==> config.mk <==
export PLATFORM = sky130hd
export DESIGN_NAME = pidt_ctrl
export DESIGN_NICKNAME = d
export VERILOG_FILES = /design/src/sv/pidt_pkg.sv /design/src/sv/pidt_ctrl.sv
export VERILOG_INCLUDE_DIRS = /design/src /design/src/sv
export SDC_FILE = /design/constraint.sdc
export NUM_CORES = 1
export LEC_CHECK = 0
export ABC_AREA = 1
export BUFFER_PORTS_ARGS = -buffer_cell sky130_fd_sc_hd__buf_2
export CORE_AREA = 3 3 40 42
export CTS_BUF_LIST = sky130_fd_sc_hd__clkbuf_16
export CTS_CLUSTER_DIAMETER = 40
export DETAILED_ROUTE_END_ITERATION = 12
export DIE_AREA = 0 0 43 45
export GPL_ROUTABILITY_DRIVEN = 0
export PLACE_DENSITY = 0.44
export SKIP_LAST_GASP = 1
export SYNTH_ARGS = -nofsm -noshare
export SYNTH_HDL_FRONTEND = slang
export SYNTH_SLANG_ARGS = --single-unit
==> constraint.sdc <==
create_clock -name i_clk -period 0.9 [get_ports i_clk]
set_input_delay 0.135 -clock i_clk [delete_from_list [all_inputs] [get_ports i_clk]]
set_output_delay 0.135 -clock i_clk [all_outputs]
set_load 0.1 [all_outputs]
==> src/sv/pid_timestamped_dt_assert.svh <==
// ---------------------------------------------------------------------------
// pid_timestamped_dt_assert.svh
// assertion macros used by pidt_ctrl, clocked on i_clk
// ---------------------------------------------------------------------------
`ifndef PID_TIMESTAMPED_DT_ASSERT_SVH
`define PID_TIMESTAMPED_DT_ASSERT_SVH

// same-cycle implication
`define PIDT_ASSERT_NOW(lbl, ante, cons, msg) \
    lbl: assert property (@(posedge i_clk) disable iff (!i_rst_n) (ante) |-> (cons)) \
        else $error(msg);

// next-cycle implication
`define PIDT_ASSERT_NEXT(lbl, ante, cons, msg) \
    lbl: assert property (@(posedge i_clk) disable iff (!i_rst_n) (ante) |=> (cons)) \
        else $error(msg);

`endif

==> src/sv/pidt_pkg.sv <==
// ---------------------------------------------------------------------------
// pidt_pkg
// types, constants and codes shared by the pid step modules
// ---------------------------------------------------------------------------
package pidt_pkg;

    localparam int DATA_W        = 32;
    localparam int STAMP_W       = 24;
    localparam int FRAC_W        = 16;
    localparam int TICKS_PER_US  = 9;
    localparam int TIMER_RELOAD  = 16777215;
    localparam int ONE_SEC       = TICKS_PER_US * 1000000;
    localparam int MAX_TICKS     = TICKS_PER_US * 50000;
    localparam int DEFAULT_TICKS = TICKS_PER_US * 1000;
    localparam int TICKS_W       = $clog2(MAX_TICKS + 1);
    localparam int SEC_W         = $clog2(ONE_SEC + 1);
    localparam int MB_W          = (TICKS_W > SEC_W) ? TICKS_W : SEC_W;
    localparam int TK_W          = STAMP_W + 2;
    // magnitude of a 32x32 signed product
    localparam int MAG_W         = 2 * DATA_W - 1;
    localparam int NUM_W         = MAG_W + MB_W;
    localparam int DEN_W         = MB_W + FRAC_W;
    localparam int QUO_W         = 48;
    localparam int DIV_ITER      = QUO_W / 2;
    localparam int PTERM_W       = 2 * DATA_W - FRAC_W;
    localparam int ISUM_W        = QUO_W + 2;
    localparam int SUM_W         = PTERM_W + 3;
    localparam int DRV_W         = SUM_W + 1;
    localparam int MUL_W         = DATA_W + 1;
    localparam int CFG_IDX_W     = 3;

    typedef enum logic [CFG_IDX_W-1:0] {
        REG_KP        = 3'd0,
        REG_KI        = 3'd1,
        REG_KD        = 3'd2,
        REG_INT_UPPER = 3'd3,
        REG_INT_LOWER = 3'd4,
        REG_DRV_UPPER = 3'd5,
        REG_DRV_LOWER = 3'd6,
        REG_OFFSET    = 3'd7
    } t_reg_idx;

    typedef struct packed {
        logic signed [DATA_W-1:0] kp_gain;
        logic signed [DATA_W-1:0] ki_gain;
        logic signed [DATA_W-1:0] kd_gain;
        logic signed [DATA_W-1:0] integral_upper;
        logic signed [DATA_W-1:0] integral_lower;
        logic signed [DATA_W-1:0] drive_upper;
        logic signed [DATA_W-1:0] drive_lower;
        logic signed [DATA_W-1:0] deadband_offset;
    } t_cfg;

    typedef enum logic [3:0] {
        OP_NONE,
        OP_LOAD,
        OP_MP,
        OP_MI,
        OP_MD,
        OP_MIL,
        OP_MIH,
        OP_DIVI,
        OP_CAPI,
        OP_MDL,
        OP_MDH,
        OP_DIVD,
        OP_CAPD,
        OP_INT,
        OP_SUM,
        OP_OUT
    } t_op;

    typedef enum logic [3:0] {
        S_IDLE,
        S_MP,
        S_MI,
        S_MD,
        S_MIL,
        S_MIH,
        S_DIVI_GO,
        S_DIVI_WAIT,
        S_MDL,
        S_MDH,
        S_DIVD_GO,
        S_DIVD_WAIT,
        S_INT,
        S_SUM,
        S_OUT
    } t_state;

    typedef struct packed {
        t_op  op;
        logic div_start;
    } t_cmd;

    typedef struct packed {
        logic div_done;
        logic out_free;
    } t_sts;

endpackage

==> src/sv/pidt_ctrl.sv <==
// ---------------------------------------------------------------------------
// pidt_ctrl
// sequencer for one pid step: multiplies, two divisions, integral and drive
// ---------------------------------------------------------------------------
`include "pid_timestamped_dt_assert.svh"

module pidt_ctrl (
    input  logic           i_clk,
    input  logic           i_rst_n,
    input  logic           i_in_valid,
    output logic           o_in_stall,
    input  pidt_pkg::t_sts i_sts,
    output pidt_pkg::t_cmd o_cmd
);
    import pidt_pkg::*;

    t_state r_state, n_state;

    always_ff @(posedge i_clk) begin
        if (!i_rst_n) begin
            r_state <= S_IDLE;
        end else begin
            r_state <= n_state;
        end
    end

    always_comb begin
        n_state = r_state;
        case (r_state)
            S_IDLE:      if (i_in_valid) n_state = S_MP;
            S_MP:        n_state = S_MI;
            S_MI:        n_state = S_MD;
            S_MD:        n_state = S_MIL;
            S_MIL:       n_state = S_MIH;
            S_MIH:       n_state = S_DIVI_GO;
            S_DIVI_GO:   n_state = S_DIVI_WAIT;
            S_DIVI_WAIT: if (i_sts.div_done) n_state = S_MDL;
            S_MDL:       n_state = S_MDH;
            S_MDH:       n_state = S_DIVD_GO;
            S_DIVD_GO:   n_state = S_DIVD_WAIT;
            S_DIVD_WAIT: if (i_sts.div_done) n_state = S_INT;
            S_INT:       n_state = S_SUM;
            S_SUM:       n_state = S_OUT;
            S_OUT:       if (i_sts.out_free) n_state = S_IDLE;
            default:     n_state = S_IDLE;
        endcase
    end

    always_comb begin
        o_cmd.op        = OP_NONE;
        o_cmd.div_start = 1'b0;
        case (r_state)
            S_IDLE:      o_cmd.op = i_in_valid ? OP_LOAD : OP_NONE;
            S_MP:        o_cmd.op = OP_MP;
            S_MI:        o_cmd.op = OP_MI;
            S_MD:        o_cmd.op = OP_MD;
            S_MIL:       o_cmd.op = OP_MIL;
            S_MIH:       o_cmd.op = OP_MIH;
            S_DIVI_GO: begin
                o_cmd.op        = OP_DIVI;
                o_cmd.div_start = 1'b1;
            end
            S_DIVI_WAIT: o_cmd.op = OP_CAPI;
            S_MDL:       o_cmd.op = OP_MDL;
            S_MDH:       o_cmd.op = OP_MDH;
            S_DIVD_GO: begin
                o_cmd.op        = OP_DIVD;
                o_cmd.div_start = 1'b1;
            end
            S_DIVD_WAIT: o_cmd.op = OP_CAPD;
            S_INT:       o_cmd.op = OP_INT;
            S_SUM:       o_cmd.op = OP_SUM;
            S_OUT:       o_cmd.op = OP_OUT;
            default:     o_cmd.op = OP_NONE;
        endcase
    end

    assign o_in_stall = (r_state != S_IDLE);

    `PIDT_ASSERT_NEXT(a_accept_starts, r_state == S_IDLE && i_in_valid, r_state == S_MP, "accepted item did not start")
    `PIDT_ASSERT_NEXT(a_divi_holds, r_state == S_DIVI_WAIT && !i_sts.div_done, r_state == S_DIVI_WAIT, "left integral division early")
    `PIDT_ASSERT_NEXT(a_divd_holds, r_state == S_DIVD_WAIT && !i_sts.div_done, r_state == S_DIVD_WAIT, "left derivative division early")
    `PIDT_ASSERT_NEXT(a_out_holds, r_state == S_OUT && !i_sts.out_free, r_state == S_OUT, "result dropped while output full")

endmodule

==> After elaboration in Yosys (flattened, before gate mapping) <==
Index checks and enable logic that the tools add are counted.
{ "classes": {"n_bitwise": 0, "n_eq_ne": 18, "n_reduce_logical": 4, "add_sub_neg": 0, "mul": 0, "magnitude_cmp": 0, "n_div": 0, "mux": 8, "n_shift": 0} }
{ "ops": {"columns": ["op", "n"], "rows": [
  ["$pmux W4 S15", 2],
  ["$eq A4 B4 Y1 const B", 7],
  ["$eq A4 B3 Y1 const B", 4],
  ["$mux W4", 4],
  ["$eq A4 B2 Y1 const B", 2],
  ["$ne A2 B2 Y1 const B", 4],
  ["$eq A4 B1 Y1 const B", 1],
  ["$logic_not A4 Y1", 1],
  ["$reduce_and A4 Y1", 1],
  ["$reduce_bool A4 Y1", 1],
  ["$mux W1", 2],
  ["$reduce_or A2 Y1", 1]
]} }
{ "word_totals": {"rom_bits": 0, "output_inout_bits": 6, "ramBits": 0, "latch_bits": 0, "n_memories": 0, "ff_bits": 4, "word_cells": 31, "in_bits": 5} }

==> Depth between registers and ports, before layout <==
Gate-level depths: netlist (run 1).
{ "depth": {"ltp_word": 3, "depth_mapped": 8, "mapped_depth_nobuf": 8} }

==> Worst setup path before layout (run 1) <==
Ideal clock, no wire load.
{ "synth_path": {"path_kind": "register to output", "startpoint": "register r_state[3]", "endpoint": "output o_cmd[0] (netlist name)", "slack_ns": -2.605, "arrival_ns": 3.370, "required_ns": 0.765, "path_stages_with_launch": 3, "path_buffers": 0, "path_cell_list": "dfxtp_1 nor2_1 nor4_1"} }
{ "synth_rtl": {"columns": ["item", "line", "source"], "rows": [
  ["start: declaration", "pidt_ctrl.sv:17", "t_state r_state, n_state;"],
  ["start signal: assignment", "pidt_ctrl.sv:23", "r_state <= n_state;"],
  ["end: declaration", "pidt_ctrl.sv:13", "output pidt_pkg::t_cmd o_cmd"]
]} }

==> out/qor.yml, run 1 <==
run_status:
  status: "finished with violations"
  violations: "setup timing"
global_route:
  track_usage_pct: 12.0
  antenna_found_initial: 0
  grt_max_degree: 7
  grt_busiest_layer: "met2"
  gr-total-overflow: 0
  grt_pass1_wl_um: 1700
  grt_pass1_vias: 426
  grt_use_met1_pct: 14.2
  globalRouteMet2Util_pct: 19.8
  use_met3_pct: 2.79
yosys:
  syn_avg_cell_area_um2: 5.93
  ys_top_cells_by_area: "dfxtp_1 25%, nand2_1 14%, nor2_1 11%"
  synth_nets: 59
  synth_cells: 54
  synth.ff_latch_count: 4
  ys_seq_area_share_pct: 25.0
  synth_top_area_share_pct: 25.0
  syn_area_um2: 320
  synth.distinct_cells: 18
  synth_top_area_cell: "dfxtp_1"
  yosysWarnings: 0
critical_path:
  rr_endpoint: "r_state[2]$_SDFFE_PN0P_"
  critPathMaxFanout: 6
  worst-r2r-setup-slack_ns: -0.24
  critPathLaunchType: "flop"
  required_ns: 0.76
  worst-setup-path-type: "reg2out"
  worstSetupEndpointType: "primary output"
  r2r_cells: 8
  arrival_ns: 1.24
  rr_startpoint: "r_state[1]$_SDFFE_PN0P_"
timing:
  rsz0062_at_grt: "yes"
  final_max_slew_viol_count: 0
  final.setup.tns_ns: -3.45
  fmax_mhz: 728
  fin_skew_ns: 0.000618
  final_hold_viol_count: 0
  layout_min_cycle_time_ns: 1.37
  fin_crit_sh_pct: 153
  relSlewSlack_pct: 81.6
  worst_slew_pin_slew_ns: 0.278
  worst_slack_ns: -0.474
  setup_viol: 10
clocking:
  clockRootBuffer: "clkbuf_16"
  clk_transition_reported_paths_ns: 0.03
  clk_path_buf_depth: 2
  cts_tree: "done"
  numCtsBuffers: 3
  postCtsHoldBufs: 0
  clock_sinks: 4
  clock_latency_ns: 0.22
  h-tree-depth: 1
finish:
  final_util_pct: 61.9
  regMostFlops: "r_state"
  largest_register_ffs: 4
  most-common-layout-cells: "13 x buf_4, 8 x nand2_1, 7 x nor2_1, 6 x inv_1"
  drive_above_1_share_pct: 69.9
  diodes: 0
  areaGrowthSynthToFinish_pct: 148
  layout_commonest_cell: "buf_4"
  final_nets: 89
  reg_top3: "r_state x4"
floorplan:
  die_w_um: 43
  core_um2: 1280
  dieArea_um2: 1940
  ios: 11
  std_cell_rows: 13
  start_util_pct: 24.9
  die_h_um: 45
worst_hold_path:
  whs_endpoint: "r_state[1]$_SDFFE_PN0P_"
  worstHoldPathType: "in2reg"
  holdPathStages: 3
  hold_start: "i_rst_n"
job:
  max_cap_viol_count: 0
placed_design:
  place_hpwl_um: 774
  port_buffers: 10
routing:
  drc: 0
  via_count: 406
  routed_wl_um: 943
  ant_nets: 0
  wl_per_cell_um: 9.62
  via_per_inst: 4.14
  drt_iter0_drc: 2
  dr.pass1.iters: 3
pwr:
  leakagePower_nw: 0.376
  peakVddDrop_mv: 1.43
  power_density_nw_per_um2: 2340
## logic make-up after synthesis
family,after synthesis,share of synthesized area [%]
flip-flops,4,25.0
AO/OA/AOI/OAI,5,9.77
buffers and inverters,11,12.9
XOR/XNOR,1,2.73
AND/OR/NAND/NOR,33,49.6
## through the flow
step | hold WS, ns | std cells | instance area [um2] | power, mW | worst slack, ns
2_1_floorplan | 0.240 | 54 | 427 | 0.806 | -0.743
3_3_place_gp | 0.378 | 93 | 676 | 1.11 | -0.262
3_5_place_dp | 0.383 | 93 | 676 | 1.11 | -0.257
4_1_cts | 0.152 | 98 | 785 | 1.86 | -0.479
5_1_grt | 0.167 | 98 | 796 | 1.94 | -0.519
6_report | 0.151 | 98 | 796 | 1.87 | -0.474
## critical path, stage by stage, from the launching register on
cell        delay (ns)
dfxtp_4           0.35
nand2_2           0.12
inv_1             0.05
or2_4             0.25
clkinvlp_4        0.08
buf_12            0.16
## synth_stat cells, drive strengths merged
master / number
a21boi: 1
a21oi: 1
a31oi: 1
dfxtp: 4
inv: 11
nand2: 14
nand3: 4
nand4: 1
nor2: 12
nor4: 1
o21ai: 1
o21bai: 1
or2: 1
xor2: 1
## final cells by class
type	count	area (um2)
Timing Repair Buffer	25	251
Inverter	11	45.0
Clock buffer	3	75.1
Multi-Input combinational cell	39	309
Clock inverter	1	3.75
Tap cell	15	18.8
Fill cell	114	489
Sequential cell	4	92.6
## metal layers
metal | wire length, um | share of wire (%)
met4 | 0 | 0
met2 | 472 | 50
met5 | 0 | 0
met1 | 429 | 45
met3 | 41 | 4.3
## repair_timing
action                                  CTS  global route
endpoints found under the setup margin   10            10
pin swaps                                 1             1
resized for setup                         6             3
setup buffers                             1             0
## worst max path at each step
stage	from	end	slack (ns)
3_3_place_gp	r_state[0]$_SDFFE_PN0P_	o_in_stall	-0.26
2_1_floorplan	r_state[3]$_SDFFE_PN0P_	o_cmd[0]	-0.74
4_1_cts	r_state[0]$_SDFFE_PN0P_	o_cmd[0]	-0.48
5_1_grt	r_state[0]$_SDFFE_PN0P_	o_cmd[0]	-0.52
6_report	r_state[0]$_SDFFE_PN0P_	o_cmd[2]	-0.47
3_5_place_dp	r_state[1]$_SDFFE_PN0P_	o_in_stall	-0.26
## report_power, final
part           total, mW  internal (mW)  switching, mW
Clock              0.701          0.574          0.128
Combinational      0.924          0.369          0.555
Sequential         0.240          0.203         0.0366
Total               1.87           1.15          0.719
Note: power is estimated with default switching activity, not from simulation.
==> inputs of run 2 (changes only) <==
Settings changed: PLACE_DENSITY 0.44 to 0.42, SETUP_SLACK_MARGIN set to 0.02.
Clock period 0.9 ns to 1.5 ns, I/O delays scaled along.
==> out/qor.yml, run 2 (synthesis gave the netlist of run 1 again) <==
clocking:
  h-tree-depth: 1  # unchanged
  clk_transition_reported_paths_ns: 0.03  # about the same
  cts_tree: "done"
  clockRootBuffer: "clkbuf_16"
  postCtsHoldBufs: 0  # unchanged
  numCtsBuffers: 3  # unchanged
  clock_latency_ns: 0.22  # about the same
  clk_path_buf_depth: 2  # unchanged
  clock_sinks: 4  # unchanged
critical_path:
  timing.critical_path.from: "r_state[0]$_SDFFE_PN0P_"
  max_stage_delay_ns: 0.37  # +0.02 ns
  crit_top_cell: "nor2_2"
  rr_startpoint: "r_state[0]$_SDFFE_PN0P_"
  rr_endpoint: "r_state[3]$_SDFFE_PN0P_"
  cpMaxStageDelayCell: "dfxtp_4"
  critPathMaxFanout: 6  # unchanged
  r2r_cells: 9  # +1
  worst-setup-path-type: "reg2out"
  crit_chain: "nor2_2 -> nor2_2 -> a21oi_2 -> o21bai_4 -> buf_12"
  path_buf_inv: 1  # -2
  worstSetupEndpointType: "primary output"
  critPathLaunchType: "flop"
  path_delay_family: "flip-flops"
  worst-r2r-setup-slack_ns: 0.24  # +0.48 ns
  required_ns: 1.27  # +0.51 ns
  arrival_ns: 1.25  # about the same
finish:
  largest_register_ffs: 4  # unchanged
  final_util_pct: 56.2  # -5.7 points
  most-common-layout-cells: "10 x nand2_1, 7 x buf_4, 6 x buf_12"
  regMostFlops: "r_state"
  fillerInstances: 104  # -8.8%
  layout_commonest_cell: "nand2_1"
  diodes: 0  # unchanged
  drive_above_1_share_pct: 66.2  # -3.7 points
  final_nets: 81  # -9.0%
  areaGrowthSynthToFinish_pct: 125
  reg_top3: "r_state x4"
global_route:
  grt_pass1_wl_um: 1470  # -14%
  antenna_found_initial: 0  # unchanged
  grt_pass1_vias: 375  # -12%
  track_usage_pct: 10.5  # -1.5 points
  gr-total-overflow: 0  # unchanged
  grt_max_degree: 7  # unchanged
timing:
  relSlewSlack_pct: 80.5  # -1.1 points
  final_hold_viol_count: 0  # unchanged
  fin_crit_sh_pct: 98.5
  fin_skew_ns: 0.000789  # +0.000170 ns
  layout_min_cycle_time_ns: 1.48
  worst_slew_pin_slew_ns: 0.293  # +0.0146 ns
  final_max_slew_viol_count: 0  # unchanged
  setup_viol: 0  # -10
  rsz0062_at_grt: "yes"
  fmax_mhz: 677
  holdWs_ns: 0.244  # +0.0927 ns
pwr:
  finalPower_mw: 1.07  # -43%
  power_density_nw_per_um2: 1480  # -37%
  peakVddDrop_mv: 0.798  # -44%
  leakagePower_nw: 0.339  # -9.8%
floorplan:
  ios: 11  # unchanged
  dieArea_um2: 1940  # unchanged
  die_h_um: 45  # unchanged
  core_um2: 1280  # unchanged
  die_w_um: 43  # unchanged
  start_util_pct: 24.9  # unchanged
  std_cell_rows: 13  # unchanged
placed_design:
  place_hpwl_um: 649  # -16%
  port_buffers: 10  # unchanged
routing:
  via_per_inst: 4.37  # +5.5%
  via_count: 389  # -4.2%
  ant_nets: 0  # unchanged
  dr.pass1.iters: 4  # +1
  drc: 0  # unchanged
  routed_wl_um: 935  # -0.85%
  drt_iter0_drc: 3  # +1
  wl_per_cell_um: 10.5  # +9.2%
worst_hold_path:
  holdPathStages: 3  # unchanged
  whs_endpoint: "r_state[1]$_SDFFE_PN0P_"
  worstHoldPathType: "in2reg"
  hold_start: "i_rst_n"
job:
  max_cap_viol_count: 0  # unchanged
run_status:
  status: "completed"
## run 2: cell types whose count changed in the layout (fill, tap and decap cells not counted), sizes merged
cell  previous run  this run
buf             25        17
inv             11        10
## run 2: metal layers
layer | track usage (%) | vias to the layer above | share of wire (%) | wire length, um
met1 | 10.1 | 174 | 38 | 356
met2 | 18.9 | 7 | 58 | 544
li1 | - | 206 | - | -
met3 | 1.20 | 2 | 2.7 | 25
met5 | 0 | - | 0 | 0
met4 | 10.8 | 0 | 0.86 | 8
## run 2: tightest hold or removal path: stages
cell     delay (ns)
buf_2          0.11
o21ai_1        0.06
inv_1          0.04
## run 2: area by class of cell
type	instances	area [um2]	share of cell area, %
multi-input cells	39	295	40.9
repair buffers	17	193	26.7
flip-flops and latches	4	95.1	13.2
clock buffers	3	75.1	10.4
inverters	11	45.0	6.24
well taps	15	18.8	2.60
## run 2: worst max path at each step
stage                to  depth (start not counted)  slack, ns
2_1_floorplan  o_cmd[0]                          3      -0.24
3_3_place_gp   o_cmd[3]                          5        0.1
3_5_place_dp   o_cmd[3]                          5       0.14
4_1_cts        o_cmd[3]                          5       0.02
5_1_grt        o_cmd[3]                          5      -0.04
6_report       o_cmd[3]                          5       0.02
## run 2: power by group
group	total, mW	internal (mW)	switching, mW	leakage, nW
sequential	0.150	0.122	0.0281	0.0356
combinational	0.505	0.191	0.315	0.266
clock	0.409	0.340	0.0693	0.0370
total	1.07	0.653	0.412	0.339
## run 2: metrics by stage
stage | instances | area [um2] | setup WS [ns] | setup TNS [ns]
2_1_floorplan | 54 | 405 | -0.235 | -0.235
3_3_place_gp | 79 | 564 | 0.0984 | 0
3_5_place_dp | 79 | 564 | 0.136 | 0
4_1_cts | 85 | 682 | 0.0198 | 0
5_1_grt | 89 | 722 | -0.0374 | -0.0374
6_report | 89 | 722 | 0.0229 | 0
## run 2: timing repair
| action | in CTS | in global routing |
|---|---|---|
| pin swaps | 2 | 3 |
| setup buffers | 3 | 4 |
| gates resized for setup | 7 | 4 |
| setup endpoints to repair | 3 | 3 |
